$ cat src/vqncs_pkg.sv
// Shared types and constants for the vector-quantizer nearest-codeword search.
// Used by the controller, the datapath and the top level; no dependencies.
`timescale 1ns / 1ps

package vqncs_pkg;

    localparam int SAMPLE_W     = 16;
    localparam int CODE_IDX_W   = 6;
    localparam int DIM_IDX_W    = 4;
    localparam int DIST_W       = 38;
    localparam int IDX_OUT_W    = 6;
    localparam int DIMS_REG_W   = 5;
    localparam int CODES_REG_W  = 7;
    localparam int CFG_ADDR_W   = 1;
    localparam int CFG_DATA_W   = 7;
    localparam int IN_TDATA_W   = 32;
    localparam int OUT_TDATA_W  = 48;

    localparam logic [DIMS_REG_W-1:0]  DIMS_RESET  = 5'd16;
    localparam logic [CODES_REG_W-1:0] CODES_RESET = 7'd64;

    localparam logic REQ_CODEBOOK = 1'b0;
    localparam logic REQ_QUERY    = 1'b1;

    localparam logic [CFG_ADDR_W-1:0] CFG_DIMS_IN_USE  = 1'b0;
    localparam logic [CFG_ADDR_W-1:0] CFG_CODES_IN_USE = 1'b1;

    typedef struct packed {
        logic wr_cb;
        logic wr_qb;
        logic rd_en;
        logic first_dim;
        logic last_dim;
        logic first_code;
        logic last_code;
        logic load_out;
    } t_dp_cmd;

    typedef struct packed {
        logic done;
    } t_dp_status;

endpackage

$ cat src/vqncs_ctrl.sv
// Controller for the nearest-codeword search: handshakes, configuration
// registers and the row/dimension sequencer. Depends on vqncs_pkg.
`timescale 1ns / 1ps

module vqncs_ctrl #(
    parameter int MAX_DIMS  = 16,
    parameter int MAX_CODES = 64,
    parameter int DIM_AW    = 4,
    parameter int CODE_AW   = 6
) (
    input  logic                         i_clk,
    input  logic                         i_rst_n,
    input  logic                         i_cfg_we,
    input  logic [vqncs_pkg::CFG_ADDR_W-1:0] i_cfg_addr,
    input  logic [vqncs_pkg::CFG_DATA_W-1:0] i_cfg_wdata,
    input  logic                         i_in_valid,
    input  logic                         i_in_type,
    input  logic                         i_in_last,
    output logic                         o_in_ready,
    output logic                         o_out_valid,
    input  logic                         i_out_ready,
    output vqncs_pkg::t_dp_cmd           o_cmd,
    output logic [CODE_AW-1:0]           o_rd_code,
    output logic [DIM_AW-1:0]            o_rd_dim,
    input  vqncs_pkg::t_dp_status        i_status
);
    import vqncs_pkg::*;

    localparam logic [1:0] ST_IDLE   = 2'd0;
    localparam logic [1:0] ST_SEARCH = 2'd1;
    localparam logic [1:0] ST_DRAIN  = 2'd2;
    localparam logic [1:0] ST_FINISH = 2'd3;

    logic [1:0]             r_state, n_state;
    logic [DIMS_REG_W-1:0]  r_dims_cfg;
    logic [CODES_REG_W-1:0] r_codes_cfg;
    logic [DIM_AW-1:0]      r_dim_cnt, n_dim_cnt;
    logic [CODE_AW-1:0]     r_code_cnt, n_code_cnt;
    logic [DIM_AW-1:0]      r_last_dim, n_last_dim;
    logic [CODE_AW-1:0]     r_last_code, n_last_code;
    logic                   r_out_valid, n_out_valid;
    logic                   in_accept;
    logic                   start;
    logic                   at_last_dim;
    logic                   at_last_code;
    logic                   load_out;
    logic [31:0]            dims_lim32;
    logic [31:0]            codes_lim32;

    assign o_in_ready   = (r_state == ST_IDLE);
    assign in_accept    = i_in_valid && o_in_ready;
    assign start        = in_accept && (i_in_type == REQ_QUERY) && i_in_last;
    assign at_last_dim  = (r_dim_cnt == r_last_dim);
    assign at_last_code = (r_code_cnt == r_last_code);
    assign load_out     = (r_state == ST_FINISH) && (!r_out_valid || i_out_ready);
    assign o_out_valid  = r_out_valid;
    assign o_rd_code    = r_code_cnt;
    assign o_rd_dim     = r_dim_cnt;

    always_comb begin
        if (r_dims_cfg == '0) begin
            dims_lim32 = 32'd0;
        end else if (32'(r_dims_cfg) > 32'(MAX_DIMS)) begin
            dims_lim32 = 32'(MAX_DIMS - 1);
        end else begin
            dims_lim32 = 32'(r_dims_cfg) - 32'd1;
        end
        if (r_codes_cfg == '0) begin
            codes_lim32 = 32'd0;
        end else if (32'(r_codes_cfg) > 32'(MAX_CODES)) begin
            codes_lim32 = 32'(MAX_CODES - 1);
        end else begin
            codes_lim32 = 32'(r_codes_cfg) - 32'd1;
        end
    end

    always_comb begin
        o_cmd            = '0;
        o_cmd.wr_cb      = in_accept && (i_in_type == REQ_CODEBOOK);
        o_cmd.wr_qb      = in_accept && (i_in_type == REQ_QUERY);
        o_cmd.rd_en      = (r_state == ST_SEARCH);
        o_cmd.first_dim  = (r_dim_cnt == '0);
        o_cmd.last_dim   = at_last_dim;
        o_cmd.first_code = (r_code_cnt == '0);
        o_cmd.last_code  = at_last_code;
        o_cmd.load_out   = load_out;
    end

    always_comb begin
        n_state     = r_state;
        n_dim_cnt   = r_dim_cnt;
        n_code_cnt  = r_code_cnt;
        n_last_dim  = r_last_dim;
        n_last_code = r_last_code;
        n_out_valid = r_out_valid;
        if (r_out_valid && i_out_ready) begin
            n_out_valid = 1'b0;
        end
        unique case (r_state)
            ST_IDLE: begin
                if (start) begin
                    n_state     = ST_SEARCH;
                    n_dim_cnt   = '0;
                    n_code_cnt  = '0;
                    n_last_dim  = dims_lim32[DIM_AW-1:0];
                    n_last_code = codes_lim32[CODE_AW-1:0];
                end
            end
            ST_SEARCH: begin
                if (at_last_dim) begin
                    n_dim_cnt  = '0;
                    n_code_cnt = r_code_cnt + 1'b1;
                    if (at_last_code) begin
                        n_state = ST_DRAIN;
                    end
                end else begin
                    n_dim_cnt = r_dim_cnt + 1'b1;
                end
            end
            ST_DRAIN: begin
                if (i_status.done) begin
                    n_state = ST_FINISH;
                end
            end
            ST_FINISH: begin
                if (load_out) begin
                    n_out_valid = 1'b1;
                    n_state     = ST_IDLE;
                end
            end
            default: begin
                n_state = ST_IDLE;
            end
        endcase
    end

    always_ff @(posedge i_clk) begin
        if (!i_rst_n) begin
            r_state     <= ST_IDLE;
            r_dims_cfg  <= DIMS_RESET;
            r_codes_cfg <= CODES_RESET;
            r_dim_cnt   <= '0;
            r_code_cnt  <= '0;
            r_last_dim  <= '0;
            r_last_code <= '0;
            r_out_valid <= 1'b0;
        end else begin
            r_state     <= n_state;
            r_dim_cnt   <= n_dim_cnt;
            r_code_cnt  <= n_code_cnt;
            r_last_dim  <= n_last_dim;
            r_last_code <= n_last_code;
            r_out_valid <= n_out_valid;
            if (i_cfg_we) begin
                unique case (i_cfg_addr)
                    CFG_DIMS_IN_USE:  r_dims_cfg  <= i_cfg_wdata[DIMS_REG_W-1:0];
                    CFG_CODES_IN_USE: r_codes_cfg <= i_cfg_wdata[CODES_REG_W-1:0];
                    default: ;
                endcase
            end
        end
    end

endmodule

$ cat config.mk
export PLATFORM = sky130hd
export DESIGN_NAME = vqncs_ctrl
export DESIGN_NICKNAME = d
export VERILOG_FILES = /design/src/vqncs_pkg.sv /design/src/vqncs_ctrl.sv
export SDC_FILE = /design/constraint.sdc
export NUM_CORES = 1
export LEC_CHECK = 0
export ABC_AREA = 1
export ABC_CLOCK_PERIOD_IN_PS = 1940
export CAP_MARGIN = 30
export CELL_PAD_IN_SITES_DETAIL_PLACEMENT = 1
export CELL_PAD_IN_SITES_GLOBAL_PLACEMENT = 2
export CORE_UTILIZATION = 32
export DETAILED_ROUTE_END_ITERATION = 12
export DONT_BUFFER_PORTS = 1
export PLACE_DENSITY_LB_ADDON = 0.12
export SLEW_MARGIN = 0
export SYNTH_ARGS = -nofsm -noshare
export SYNTH_HDL_FRONTEND = slang
export SYNTH_SLANG_ARGS = --single-unit
$ cat constraint.sdc
create_clock -name i_clk -period 1.94 [get_ports i_clk]
set_input_delay 0.194 -clock i_clk [delete_from_list [all_inputs] [get_ports i_clk]]
set_output_delay 0.194 -clock i_clk [all_outputs]
set_load 0.01 [all_outputs]
After elaboration in Yosys (flattened, before gate mapping)
Cells that the tools add are included.
W data, S select, Z words.
{"block": "classes", "n_eq_ne": 10, "add_sub_neg": 4, "mux": 19, "bitwise_logic": 2, "n_lt_le_gt_ge": 2, "n_reduce_logical": 20}
{"op": "$mux W6", "count": 4}
{"op": "$mux W4", "count": 4}
{"op": "$pmux W6 S2", "count": 1}
{"op": "$mux W2", "count": 5}
{"op": "$pmux W2 S4", "count": 1}
{"op": "$pmux W4 S2", "count": 1}
{"op": "$reduce_and A2 Y1", "count": 4}
{"op": "$gt A7 B7 Y1 const B", "count": 1}
{"op": "$logic_not A7 Y1", "count": 1}
{"op": "$add A6 B1 Y6 const B", "count": 1}
{"op": "$eq A6 B6 Y1", "count": 1}
{"op": "$logic_and A1 B1 Y1", "count": 6}
{"op": "$logic_not A6 Y1", "count": 1}
{"op": "$ne A2 B1 Y1 const B", "count": 3}
{"op": "$sub A6 B1 Y6 const B", "count": 1}
{"op": "$gt A5 B5 Y1 const B", "count": 1}
{"op": "$logic_not A5 Y1", "count": 1}
{"op": "$reduce_and A5 Y1", "count": 1}
{"op": "$add A4 B1 Y4 const B", "count": 1}
{"op": "$eq A2 B2 Y1 const B", "count": 2}
{"op": "$eq A4 B4 Y1", "count": 1}
{"op": "$logic_not A4 Y1", "count": 1}
{"op": "$ne A2 B2 Y1 const B", "count": 2}
{"op": "$sub A4 B1 Y4 const B", "count": 1}
{"op": "other kinds (8)", "count": 11}
{"block": "word_totals", "output_inout_bits": 20, "regBits": 35, "in_bits": 16}

Longest topological paths before layout
Gate-level depths: netlist of the first run.
{"block": "depth", "depth_word": 6, "mapped_depth": 10, "mapped_depth_nobuf": 10}

Worst setup path before layout of the first run
OpenSTA, ideal clock, no wires.
{"block": "synth_path", "kind": "reg2reg", "startpoint": "register r_state[1]", "endpoint": "register r_code_cnt[2], in the netlist o_rd_code[2]", "stages_incl_launch_ff": 10, "t_arrival_ns": 1.444, "n_path_buf": 2, "setup_slack_ns": 0.381, "cell_sequence": "dfxtp_1 -> inv_1 -> ha_1 -> buf_4 -> inv_2 -> o21ai_2 -> buf_6 -> nand3_1 -> o21ai_0 -> nor2_1"}
{"item": "from (decl)", "line_no": "vqncs_ctrl.sv:34", "rtl": "logic [1:0] r_state, n_state;"}
{"item": "from (signal assigned)", "line_no": "vqncs_ctrl.sv:148", "rtl": "r_state <= n_state;"}
{"item": "to (signal assigned)", "line_no": "vqncs_ctrl.sv:150", "rtl": "r_code_cnt <= n_code_cnt;"}
{"item": "to (decl)", "line_no": "vqncs_ctrl.sv:38", "rtl": "logic [CODE_AW-1:0] r_code_cnt, n_code_cnt;"}

Worst setup path in the final report of the first run
{"block": "layout_path", "startpoint": "register r_state[1]", "endpoint": "register r_dim_cnt[1], in the netlist o_rd_dim[1]"}
{"block": "layout_via", "elab_chain_len": 6, "elab_cells_between_ends": 9}
{"item": "$logic_not A2 Y1", "line_no": "vqncs_ctrl.sv:50, vqncs_ctrl.sv:99"}
{"item": "$logic_and A1 B1 Y1", "line_no": "vqncs_ctrl.sv:51", "rtl": "assign in_accept = i_in_valid && o_in_ready;"}
{"item": "$logic_and A1 B1 Y1 (2 in series)", "line_no": "vqncs_ctrl.sv:52", "rtl": "assign start = in_accept && (i_in_type == REQ_QUERY) && i_in_last;"}
{"item": "$ne A2 B1 Y1 (no line)"}
{"item": "$reduce_and A2 Y1 (no line)"}
{"item": "to (signal assigned)", "line_no": "vqncs_ctrl.sv:149", "rtl": "r_dim_cnt <= n_dim_cnt;"}
{"item": "to (decl)", "line_no": "vqncs_ctrl.sv:37", "rtl": "logic [DIM_AW-1:0] r_dim_cnt, n_dim_cnt;"}
Parallel ways exist; a longest one is shown, timed or not.
A chain may end at the register's enable or synchronous reset.

==> results of run 1 <==
-- Yosys cell counts --
master    instances
inv_1            46
nand4_2           1
o21ai_0          21
nor4_1            1
o21ai_2           1
and3_1            1
clkbuf_1          4
nand2_2           2
a21oi_2           1
inv_2             4
nor2_1           22
buf_4             4
nor3_1            2
nand2_1          74
nand2_4           1
nand3_1          18
a31oi_1           1
dfxtp_1          35
xor2_1            5
a21oi_1          33
or2_2             2
buf_6             1
nand4_1           6
o21ai_1           1
ha_1             12
o211ai_1          1
-- registers in the layout, indices dropped and copies added (netlist names) --
register and cells:
o_rd_dim 4, r_dims_cfg 5, r_state 2, r_last_code 6
r_last_dim 4, o_out_valid 1, r_codes_cfg 7, o_rd_code 6
-- through the flow --
step	setup slack, ns	total power, mW	std cells
2_1_floorplan	0.381	1.47	300
3_3_place_gp	0.281	1.64	375
3_5_place_dp	0.203	1.65	375
4_1_cts	0.158	2.21	383
5_1_grt	0.0248	2.36	383
6_report	0.191	2.17	383
-- metal layers --
layer | wire length (microns) | GRT usage (%) | vias up
li1 | - | - | 967
met1 | 2370 | 20.7 | 800
met2 | 2400 | 30.3 | 25
met3 | 168 | 4.27 | 6
met4 | 62 | 4.82 | 0
met5 | 0 | 0 | -
-- kinds of logic (layout without fill, tap and decap cells) --
family	Yosys count	count (layout)
AO/OA/AOI/OAI	59	59
flip-flops	35	35
buffers and inverters	59	67
XOR/XNOR	5	5
AND/OR/NAND/NOR	130	130
adder cells (fa/ha/maj)	12	12
-- power by group --
part           internal [mW]  total (mW)  switching, mW  leakage (nW)
combinational          0.268       0.771          0.502         0.617
sequential             0.785       0.853         0.0674         0.286
clock                  0.279       0.549          0.270        0.0470
-- layout make-up --
| class | count | area [sq um] |
|---|---|---|
| sequential | 35 | 701 |
| clock buffer | 6 | 82.6 |
| inverter | 50 | 188 |
| timing repair buffer | 10 | 77.6 |
| tap | 75 | 93.8 |
| clock inverter | 1 | 5.00 |
| multi-input combinational | 206 | 1060 |
| fill | 794 | 3780 |
-- worst reg2reg max path: cells and delay by family (launching register included) --
family	cells	cell delay, ns
compound gates	2	0.30
simple gates	2	0.41
flops	1	0.42
buf+inv	2	0.29
fa+ha+maj	1	0.27
-- how the worst max path moves through the flow --
| stage | from | to | slack, ns | depth (start not counted) |
|---|---|---|---|---|
| after CTS | r_state[1] | o_cmd[7] | 0.16 | 5 |
| final | r_state[1] | o_rd_dim[1] | 0.19 | 7 |
| after detailed placement | r_state[1] | r_last_code[3] | 0.20 | 7 |
| after global placement | r_state[1] | o_rd_dim[3] | 0.28 | 6 |
| after global routing | r_state[1] | o_rd_dim[3] | 0.02 | 7 |
| after floorplan | r_state[1] | o_rd_code[2] | 0.38 | 9 |
-- repair_timing --
action	in CTS	in global routing
hold buffers	1	0
gates resized for setup	0	1
setup endpoints to repair	0	1
endpoints found under the hold margin	2	0
==> run summary, run 1 <==
Run status: finished clean
Die Area: 0.00658 sq mm
R2R Setup Slk: 0.19 ns
CTS Buf Count: 5
Largest net degree at the start of global routing: 17
Reg2reg start: r_state[1]
Leakage: 0.949 nW
Tmin final: 1.75 ns
Sum Neg Setup Slack: 0 ns
Die height: 81.1 microns
WL/cell: 13.1 microns
Synthesized area per cell: 6.68 sq um
Initial core utilization: 33.5%
Post-placement cell area: 0.00211 sq mm
PortBufs: 0
Fmax: 0.572 GHz
Hold crit path type: in2reg
Seq/Total Area, Yosys: 35.0%
Synthesis-stage register bit count: 35
Endpoint, Worst Hold: r_state[1]
Simple-gate share of the synthesized area: 27.9%
DR vias/cell: 4.69
CTS sink cnt: 35
CTS tree: built
H-tree levels: 2
Largest family of logic cells by synthesized area: simple AND/OR/NAND/NOR gates
Synth Area in Adders: 7.49%
Num rows: 28
Slowest CP cell: dfxtp_1
GRT Util Overall: 17.2%
Min-delay src: i_rst_n
Yosys top cell by area: dfxtp_1
Vias: 1,798
Worst path max stage delay: 0.42 ns
WP data arrival: 1.97 ns
Initial antenna violation count: 0
Slew @ Worst Pin: 0.493 ns
Post-layout util: 36.9%
Final nets: 336
Antenna Cells: 0
Hold path cells: 2
Worst-path maximum fanout: 10
Clock buffer depth: 2
DIE WIDTH: 81.1 microns
Fin crit share: 90.1%
Peak VDD IR: 0.000344 V
Yosys cell types: 26
Gr ovfl total: 0
CP Class: reg2reg
Top post-synthesis cells by area: dfxtp_1 (35%), nand2_1 (14%), inv_1 (8.6%)
Fin. max-slew vios: 0
Vias in the first global route: 1,856
Largest delay share family, worst path: flip-flops
Skew-Pair Late Insertion Delay: 0.29 ns
Final instance area: 0.00221 sq mm
Yosys warns: 0
Critical-path cell list: inv_1 -> ha_1 -> nand4_2 -> o21ai_2 -> buf_4 -> or2_2 -> a21oi_1
Clock Tree Root: clkbuf_8
DRC violations left: 0
WP buf/inv: 2
PD cells: 983 mW/mm^2
Area share of xor/xnor cells in the synthesized design: 2.18%
Worst r2r dst: o_rd_dim[1]
Post-Route WL: 5000 microns
Final Hold Vio Count: 0
Post-CTS Setup Bufs: 0
Top cell type's share of synthesized area: 35.0%
HPWL after DPL: 3960 microns
Layout area overhead: 10.2%
First-pass GRT wire length: 8650 microns
I/O pin count: 36
Most common cell after layout, fill and taps aside: nand2_1
CTS clk-pin slew, worst paths: 0.07 ns
Max Cap Violations: 0
CP Launch Type: register
Post-synthesis cell count: 300
WHS: 0.0312 ns
Setup clock skew after layout: 0.00559 ns
Pre-antenna DRT Iters: 4
Starting DRT DRC Count: 65
RSZ-0062 raised after global routing: no
Setup violators final: 0
Gpl congestion: 0.742
Routed Antenna Nets: 0
Post-Syn Area: 0.00200 sq mm
CP endpoint kind: register
Synth Area in Compound Gates: 15.3%
Cell depth of the worst flop-to-flop path: 7
Post-synthesis mux area share: 0%
Syn_nets: 328
Ratio of cells with drive above 1 in the final layout: 9.42%
Core Region: 0.00599 sq mm
Required time of the critical path: 2.16 ns
Most frequent cells in the layout: nand2_1 (74), inv_1 (46), dfxtp_1 (35)
Rel. slew slack: 67.1%
No activity file was read; power rests on OpenSTA's default activity.
==> run 2: changes to the inputs <==
--- a/config.mk
+++ b/config.mk
@@ -13,7 +13,9 @@
 export CORE_UTILIZATION = 32
 export DETAILED_ROUTE_END_ITERATION = 12
 export DONT_BUFFER_PORTS = 1
+export GPL_ROUTABILITY_DRIVEN = 0
 export PLACE_DENSITY_LB_ADDON = 0.12
+export REMOVE_ABC_BUFFERS = 1
 export SLEW_MARGIN = 0
 export SYNTH_ARGS = -nofsm -noshare
 export SYNTH_HDL_FRONTEND = slang
==> run 2 against run 1 <==
Against the previous run: core utilization is essentially flat; worst hold slack got worse by 0.014 ns; global-route usage is 0.45 points lower; clock skew hardly changed; final cell count fell by 0.52%; design area hardly changed; clock power rose by 19%; non-clock buffer count is 2 lower; power rose by 4.2%; via count is 2.2% higher; highest routed layer unchanged.
==> run summary, run 2 (same netlist as run 1, synthesis figures left out) <==
Initial antenna violation count: 0 (unchanged)
Fmax: 0.573 GHz (+0.25%)
Final Instance Count excl. Fillers: 381 (-0.52%)
WP data arrival: 1.55 ns (-0.42 ns)
CTS clk-pin slew, worst paths: 0.07 ns (about the same)
Peak VDD IR: 0.000337 V (-1.9%)
Skew-Pair Late Insertion Delay: 0.29 ns (about the same)
Min-delay src: i_rst_n
Largest Register: r_codes_cfg
Worst-path maximum fanout: 5 (-5)
Max Cap Violations: 0 (unchanged)
DIE WIDTH: 81.1 microns (unchanged)
Final Hold Vio Count: 0 (unchanged)
Reg2reg start: r_state[1]
Final instance area: 0.00221 sq mm (about the same)
Leakage: 0.942 nW (-0.74%)
Worst r2r dst: r_last_code[3]
CTS sink cnt: 35 (unchanged)
Hold path cells: 1 (-1)
Sum Neg Setup Slack: 0 ns (unchanged)
Setup violators final: 0 (unchanged)
PortBufs: 0 (unchanged)
Core Region: 0.00599 sq mm (unchanged)
Ratio of cells with drive above 1 in the final layout: 8.50% (-0.92 points)
Endpoint, Worst Hold: r_dims_cfg[4]
Power Internal: 1.42 mW (+6.4%)
Starting DRT DRC Count: 73 (+12%)
Run status: finished clean
CP Launch Type: register
Post-placement cell area: 0.00209 sq mm (-0.71%)
Seq pwr share: 37.9% (-1.4 points)
WL/cell: 13.1 microns (+0.28%)
Clock Tree Root: clkbuf_8
Vias: 1,838 (+2.2%)
Cell depth of the worst flop-to-flop path: 7 (unchanged)
First-pass GRT wire length: 8470 microns (-2.1%)
CTS Buf Count: 5 (unchanged)
Post-cts resize count: 0 (unchanged)
Vias in the first global route: 1,835 (-1.1%)
Pre-antenna DRT Iters: 4 (unchanged)
Setup clock skew after layout: 0.00575 ns (+0.000159 ns)
Clock share of power: 29.0% (+3.7 points)
Layout area overhead: 10.3% (about the same)
H-tree levels: 2 (unchanged)
Sw power: 0.846 mW (+0.68%)
Required time of the critical path: 1.75 ns (-0.41 ns)
Most common cell after layout, fill and taps aside: nand2_1
Fin. max-slew vios: 0 (unchanged)
CTS tree: built
RSZ-0062 raised after global routing: no
Gr ovfl total: 0 (unchanged)
Rel. slew slack: 76.2% (+9.0 points)
Fin worst setup slack: 0.195 ns (+0.00437 ns)
Routed Antenna Nets: 0 (unchanged)
Final nets: 334 (-0.60%)
DP Worst Slack: 0.235 ns (+0.0316 ns)
I/O pin count: 36 (unchanged)
Fin crit share: 89.9% (-0.23 points)
Tmin final: 1.74 ns (-0.00437 ns)
Slew @ Worst Pin: 0.354 ns (-0.138 ns)
DRC violations left: 0 (unchanged)
PD cells: 1020 mW/mm^2 (+4.2%)
Hold crit path type: in2reg
Die height: 81.1 microns (unchanged)
Switching Fraction: 37.4% (-1.3 points)
Antenna Cells: 0 (unchanged)
GRT Util Overall: 16.8% (-0.45 points)
Most frequent cells in the layout: nand2_1 (74), inv_1 (46), dfxtp_1 (35)
Initial core utilization: 33.5% (unchanged)
Post-layout util: 36.9% (about the same)
HPWL after DPL: 3960 microns (about the same)
CP Class: reg2out
DR vias/cell: 4.82 (+2.8%)
Comb pwr share: 33.1% (-2.4 points)
Num rows: 28 (unchanged)
Clock buffer depth: 2 (unchanged)
Post-Place Cells: 373 (-0.53%)
Largest net degree at the start of global routing: 18 (+1)
Post-Route WL: 4990 microns (-0.24%)
R2R Setup Slk: 0.23 ns (+0.04 ns)
CP endpoint kind: output port
Max FFs per register: 7 (unchanged)
Die Area: 0.00658 sq mm (unchanged)
## run 2: cell count changes in the layout (fill, tap and decap cells not counted)
cell,delta
buf_4,-2
bufinv_16,+1
clkbuf_8,-1
clkinv_2,-1
clkinvlp_4,+1
nor2_1,+1
nor2_2,-1
## run 2: worst max-delay path by stage
stage,start,endpoint,slack [ns]
2_1_floorplan,r_state[0],o_rd_dim[3],0.22
3_3_place_gp,r_state[0],r_last_code[5],0.32
3_5_place_dp,r_state[0],r_last_code[4],0.23
4_1_cts,r_state[0],o_cmd[7],0.16
5_1_grt,r_state[0],r_last_code[5],0.005
6_report,r_state[1],o_cmd[7],0.20
## run 2: per-layer routing
metal / part of all wire, % / routed length (microns) / vias up / GRT usage, %
li1: - / - / 963 / -
met1: 48 / 2390 / 837 / 21.2
met2: 47 / 2340 / 33 / 27.8
met3: 4.2 / 207 / 5 / 4.16
met4: 1.0 / 51 / 0 / 5.36
met5: 0 / 0 / - / 0
## run 2: final cells by class
type / instances / area (sq um)
timing repair buffer: 8 / 62.6
multi-input combinational: 206 / 1060
clock buffer: 5 / 68.8
clock inverter: 2 / 37.5
sequential: 35 / 701
inverter: 50 / 188
fill: 786 / 3780
tap: 75 / 93.8
## run 2: worst max-delay path: stages, from the launching register on
cell     delay (ns)
dfxtp_1        0.36
inv_1          0.10
ha_1           0.28
buf_4          0.18
inv_1          0.04
nor3_1         0.31
## run 2: through the flow
stage | hold slack, ns | total power [mW]
after floorplan | 0.279 | 1.41
after global routing | 0.00155 | 2.46
after detailed placement | 0.284 | 1.64
after global placement | 0.282 | 1.63
after CTS | 0.00166 | 2.31
final | 0.0175 | 2.26
## run 2: power groups by stage
| stage | clock (mW) | combinational, mW | sequential [mW] |
|---|---|---|---|
| 3_5_place_dp | 0 | 0.760 | 0.875 |
| 3_3_place_gp | 0 | 0.760 | 0.873 |
| 5_1_grt | 0.711 | 0.874 | 0.872 |
| 2_1_floorplan | 0 | 0.550 | 0.857 |
| 4_1_cts | 0.681 | 0.766 | 0.859 |
| 6_report | 0.656 | 0.750 | 0.858 |
## run 2: timing repair
item                                    4_1_cts  5_1_grt
endpoints found under the setup margin        0        0
setup buffers                                 0        0
endpoints found under the hold margin         1        0
hold buffers                                  1        0
==> run 3: changes to the inputs <==
--- a/config.mk
+++ b/config.mk
@@ -6,10 +6,10 @@
 export NUM_CORES = 1
 export LEC_CHECK = 0
 export ABC_AREA = 1
-export ABC_CLOCK_PERIOD_IN_PS = 1940
 export CAP_MARGIN = 30
 export CELL_PAD_IN_SITES_DETAIL_PLACEMENT = 1
 export CELL_PAD_IN_SITES_GLOBAL_PLACEMENT = 2
+export CORE_ASPECT_RATIO = 0.8
 export CORE_UTILIZATION = 32
 export DETAILED_ROUTE_END_ITERATION = 12
 export DONT_BUFFER_PORTS = 1
==> run 3 against run 2 <==
Against the previous run: routed wire length is 0.50% lower; first-iteration DRC count is 59% lower; clock power is 6.9% higher; critical path depth stayed put; non-clock buffer count is 3 lower; final cell count is 1.0% higher; largest power group unchanged.
==> run summary, run 3 (same netlist as run 1, synthesis figures left out) <==
Run status: finished clean
DR vias/cell: 4.64 (-3.8%)
CP startpoint: r_state[1]
Fin crit share: 88.8% (-1.2 points)
Cell depth of the worst flop-to-flop path: 7 (unchanged)
Antenna Cells: 0 (unchanged)
PD cells: 1040 mW/mm^2 (+1.9%)
H-tree levels: 2 (unchanged)
Final Hold Vio Count: 0 (unchanged)
Largest Register: r_codes_cfg
Power Internal: 1.46 mW (+2.7%)
WHS: 0.0142 ns (-0.00332 ns)
GRT Util Overall: 16.7% (-0.061 points)
Die height: 72.8 microns (-10%)
Clock share of power: 30.3% (+1.3 points)
Die Area: 0.00659 sq mm (about the same)
CP endpoint kind: output port
CP Launch Type: register
Skew-Pair Late Insertion Delay: 0.30 ns (about the same)
Number of filler cells placed in the layout: 782 (-0.51%)
Slowest CP cell: dfxtp_1
Most common cell after layout, fill and taps aside: nand2_1
I/O pin count: 36 (unchanged)
Hold crit path type: in2reg
Fin. max-slew vios: 0 (unchanged)
DRC violations left: 0 (unchanged)
Required time of the critical path: 1.75 ns (about the same)
Vias: 1,786 (-2.8%)
Total power: 2.31 mW (+2.2%)
Layout area overhead: 10.6%
Sum Neg Setup Slack: 0 ns (unchanged)
Largest net degree at the start of global routing: 17 (-1)
Most frequent cells in the layout: nand2_1 (74), inv_1 (46), dfxtp_1 (35)
Critical-path cell list: inv_1 -> ha_2 -> buf_4 -> inv_1 -> nor3_1
Most used cell, CP: inv_1
Worst path max stage delay: 0.36 ns (about the same)
RSZ-0062 raised after global routing: no
Max FFs per register: 7 (unchanged)
CTS sink cnt: 35 (unchanged)
Core Region: 0.00597 sq mm (-0.27%)
Post-placement cell area: 0.00208 sq mm (-0.72%)
Final instance area: 0.00222 sq mm (+0.28%)
Routed Antenna Nets: 0 (unchanged)
Max Cap Violations: 0 (unchanged)
Leakage: 0.937 nW (-0.57%)
DIE WIDTH: 90.5 microns (+12%)
PortBufs: 0 (unchanged)
CTS clk-pin slew, worst paths: 0.08 ns (about the same)
Ratio of cells with drive above 1 in the final layout: 8.22% (-0.27 points)
Post-layout util: 37.1% (+0.21 points)
WL/cell: 12.9 microns (-1.5%)
CTS tree: built
Initial antenna violation count: 0 (unchanged)
Worst r2r dst: o_rd_dim[3]
Final Instance Count excl. Fillers: 385 (+1.0%)
Slew @ Worst Pin: 0.360 ns (+0.00516 ns)
Pre-antenna DRT Iters: 4 (unchanged)
DP Worst Slack: 0.140 ns (-0.0947 ns)
Clock buffer depth: 2 (unchanged)
Fin worst setup slack: 0.218 ns (+0.0226 ns)
R2R Setup Slk: 0.25 ns (+0.02 ns)
Setup violators final: 0 (unchanged)
Clock Tree Root: clkbuf_8
Num rows: 25 (-11%)
Post-Route WL: 4960 microns (-0.50%)
Initial core utilization: 33.5% (+0.091 points)
Vias in the first global route: 1,793 (-2.3%)
Final nets: 331 (-0.90%)
Comb pwr share: 32.5% (-0.6 points)
Starting DRT DRC Count: 30 (-59%)
WP data arrival: 1.53 ns (-0.02 ns)
Seq pwr share: 37.2% (-0.7 points)
Worst-path maximum fanout: 5 (unchanged)
Post-Place Cells: 376 (+0.80%)
Fmax: 0.581 GHz (+1.3%)
First-pass GRT wire length: 8620 microns (+1.8%)
HPWL after DPL: 3890 microns (-1.7%)
Sw power: 0.855 mW (+1.2%)
CTS Buf Count: 5 (unchanged)
Peak VDD IR: 0.000334 V (-1.1%)
Setup clock skew after layout: 0.00966 ns (+0.00391 ns)
Switching Fraction: 37.0% (-0.36 points)
Reg2reg start: r_state[1]
Tmin final: 1.72 ns (-0.0226 ns)
Worst setup path end: o_cmd[7]
Gr ovfl total: 0 (unchanged)
Rel. slew slack: 75.9% (-0.25 points)
CP Class: reg2out
run 3: changes by cell type in the layout (fill, tap and decap cells not counted), sizes merged:
cell / before / now
buf: 7 / 4
clkbuf: 5 / 6
clkinv: 0 / 1
clkinvlp: 1 / 0
run 3: routing by layer:
metal	share of wire [%]	GRT usage, %
met5	0	0
met4	1.9	7.53
met3	5.1	5.21
met2	40	25.3
met1	53	21.9
run 3: power by group through the flow:
stage / clock network (mW) / registers, mW / logic, mW
floorplan: 0 / 0.857 / 0.550
global placement: 0 / 0.874 / 0.733
detailed placement: 0 / 0.878 / 0.731
CTS: 0.729 / 0.862 / 0.743
global route: 0.754 / 0.875 / 0.869
finish: 0.701 / 0.861 / 0.751
run 3: worst max-delay path: cells and delay by family (launching register included):
kind / cells / cell delay (ns)
flops: 1 / 0.36
simple gates: 1 / 0.31
buf+inv: 3 / 0.30
fa+ha+maj: 1 / 0.26
run 3: how the worst min path moves through the flow:
stage	cells past startpoint	slack [ns]	end	from
after floorplan	1	0.28	r_codes_cfg[6]	i_rst_n
after global placement	1	0.28	r_codes_cfg[6]	i_rst_n
after detailed placement	1	0.30	r_codes_cfg[6]	i_rst_n
after global routing	2	0.01	r_state[0]	i_rst_n
after CTS	2	0.005	r_state[0]	i_rst_n
final	2	0.01	r_state[0]	i_rst_n
run 3: final cells by class:
cell class | count | area (sq um) | area share (%)
clock inverters | 2 | 35.0 | 1.58
inverters | 50 | 188 | 8.46
well taps | 81 | 101 | 4.57
multi-input cells | 206 | 1070 | 48.3
flip-flops and latches | 35 | 701 | 31.6
repair buffers | 5 | 40.0 | 1.81
clock buffers | 6 | 82.6 | 3.72
run 3: what timing repair did:
action | in CTS | in global routing
hold buffers | 1 | 0
endpoints found under the setup margin | 0 | 3
hold endpoints to repair | 2 | 0
buffers inserted | 0 | 0
gates resized for setup | 0 | 2
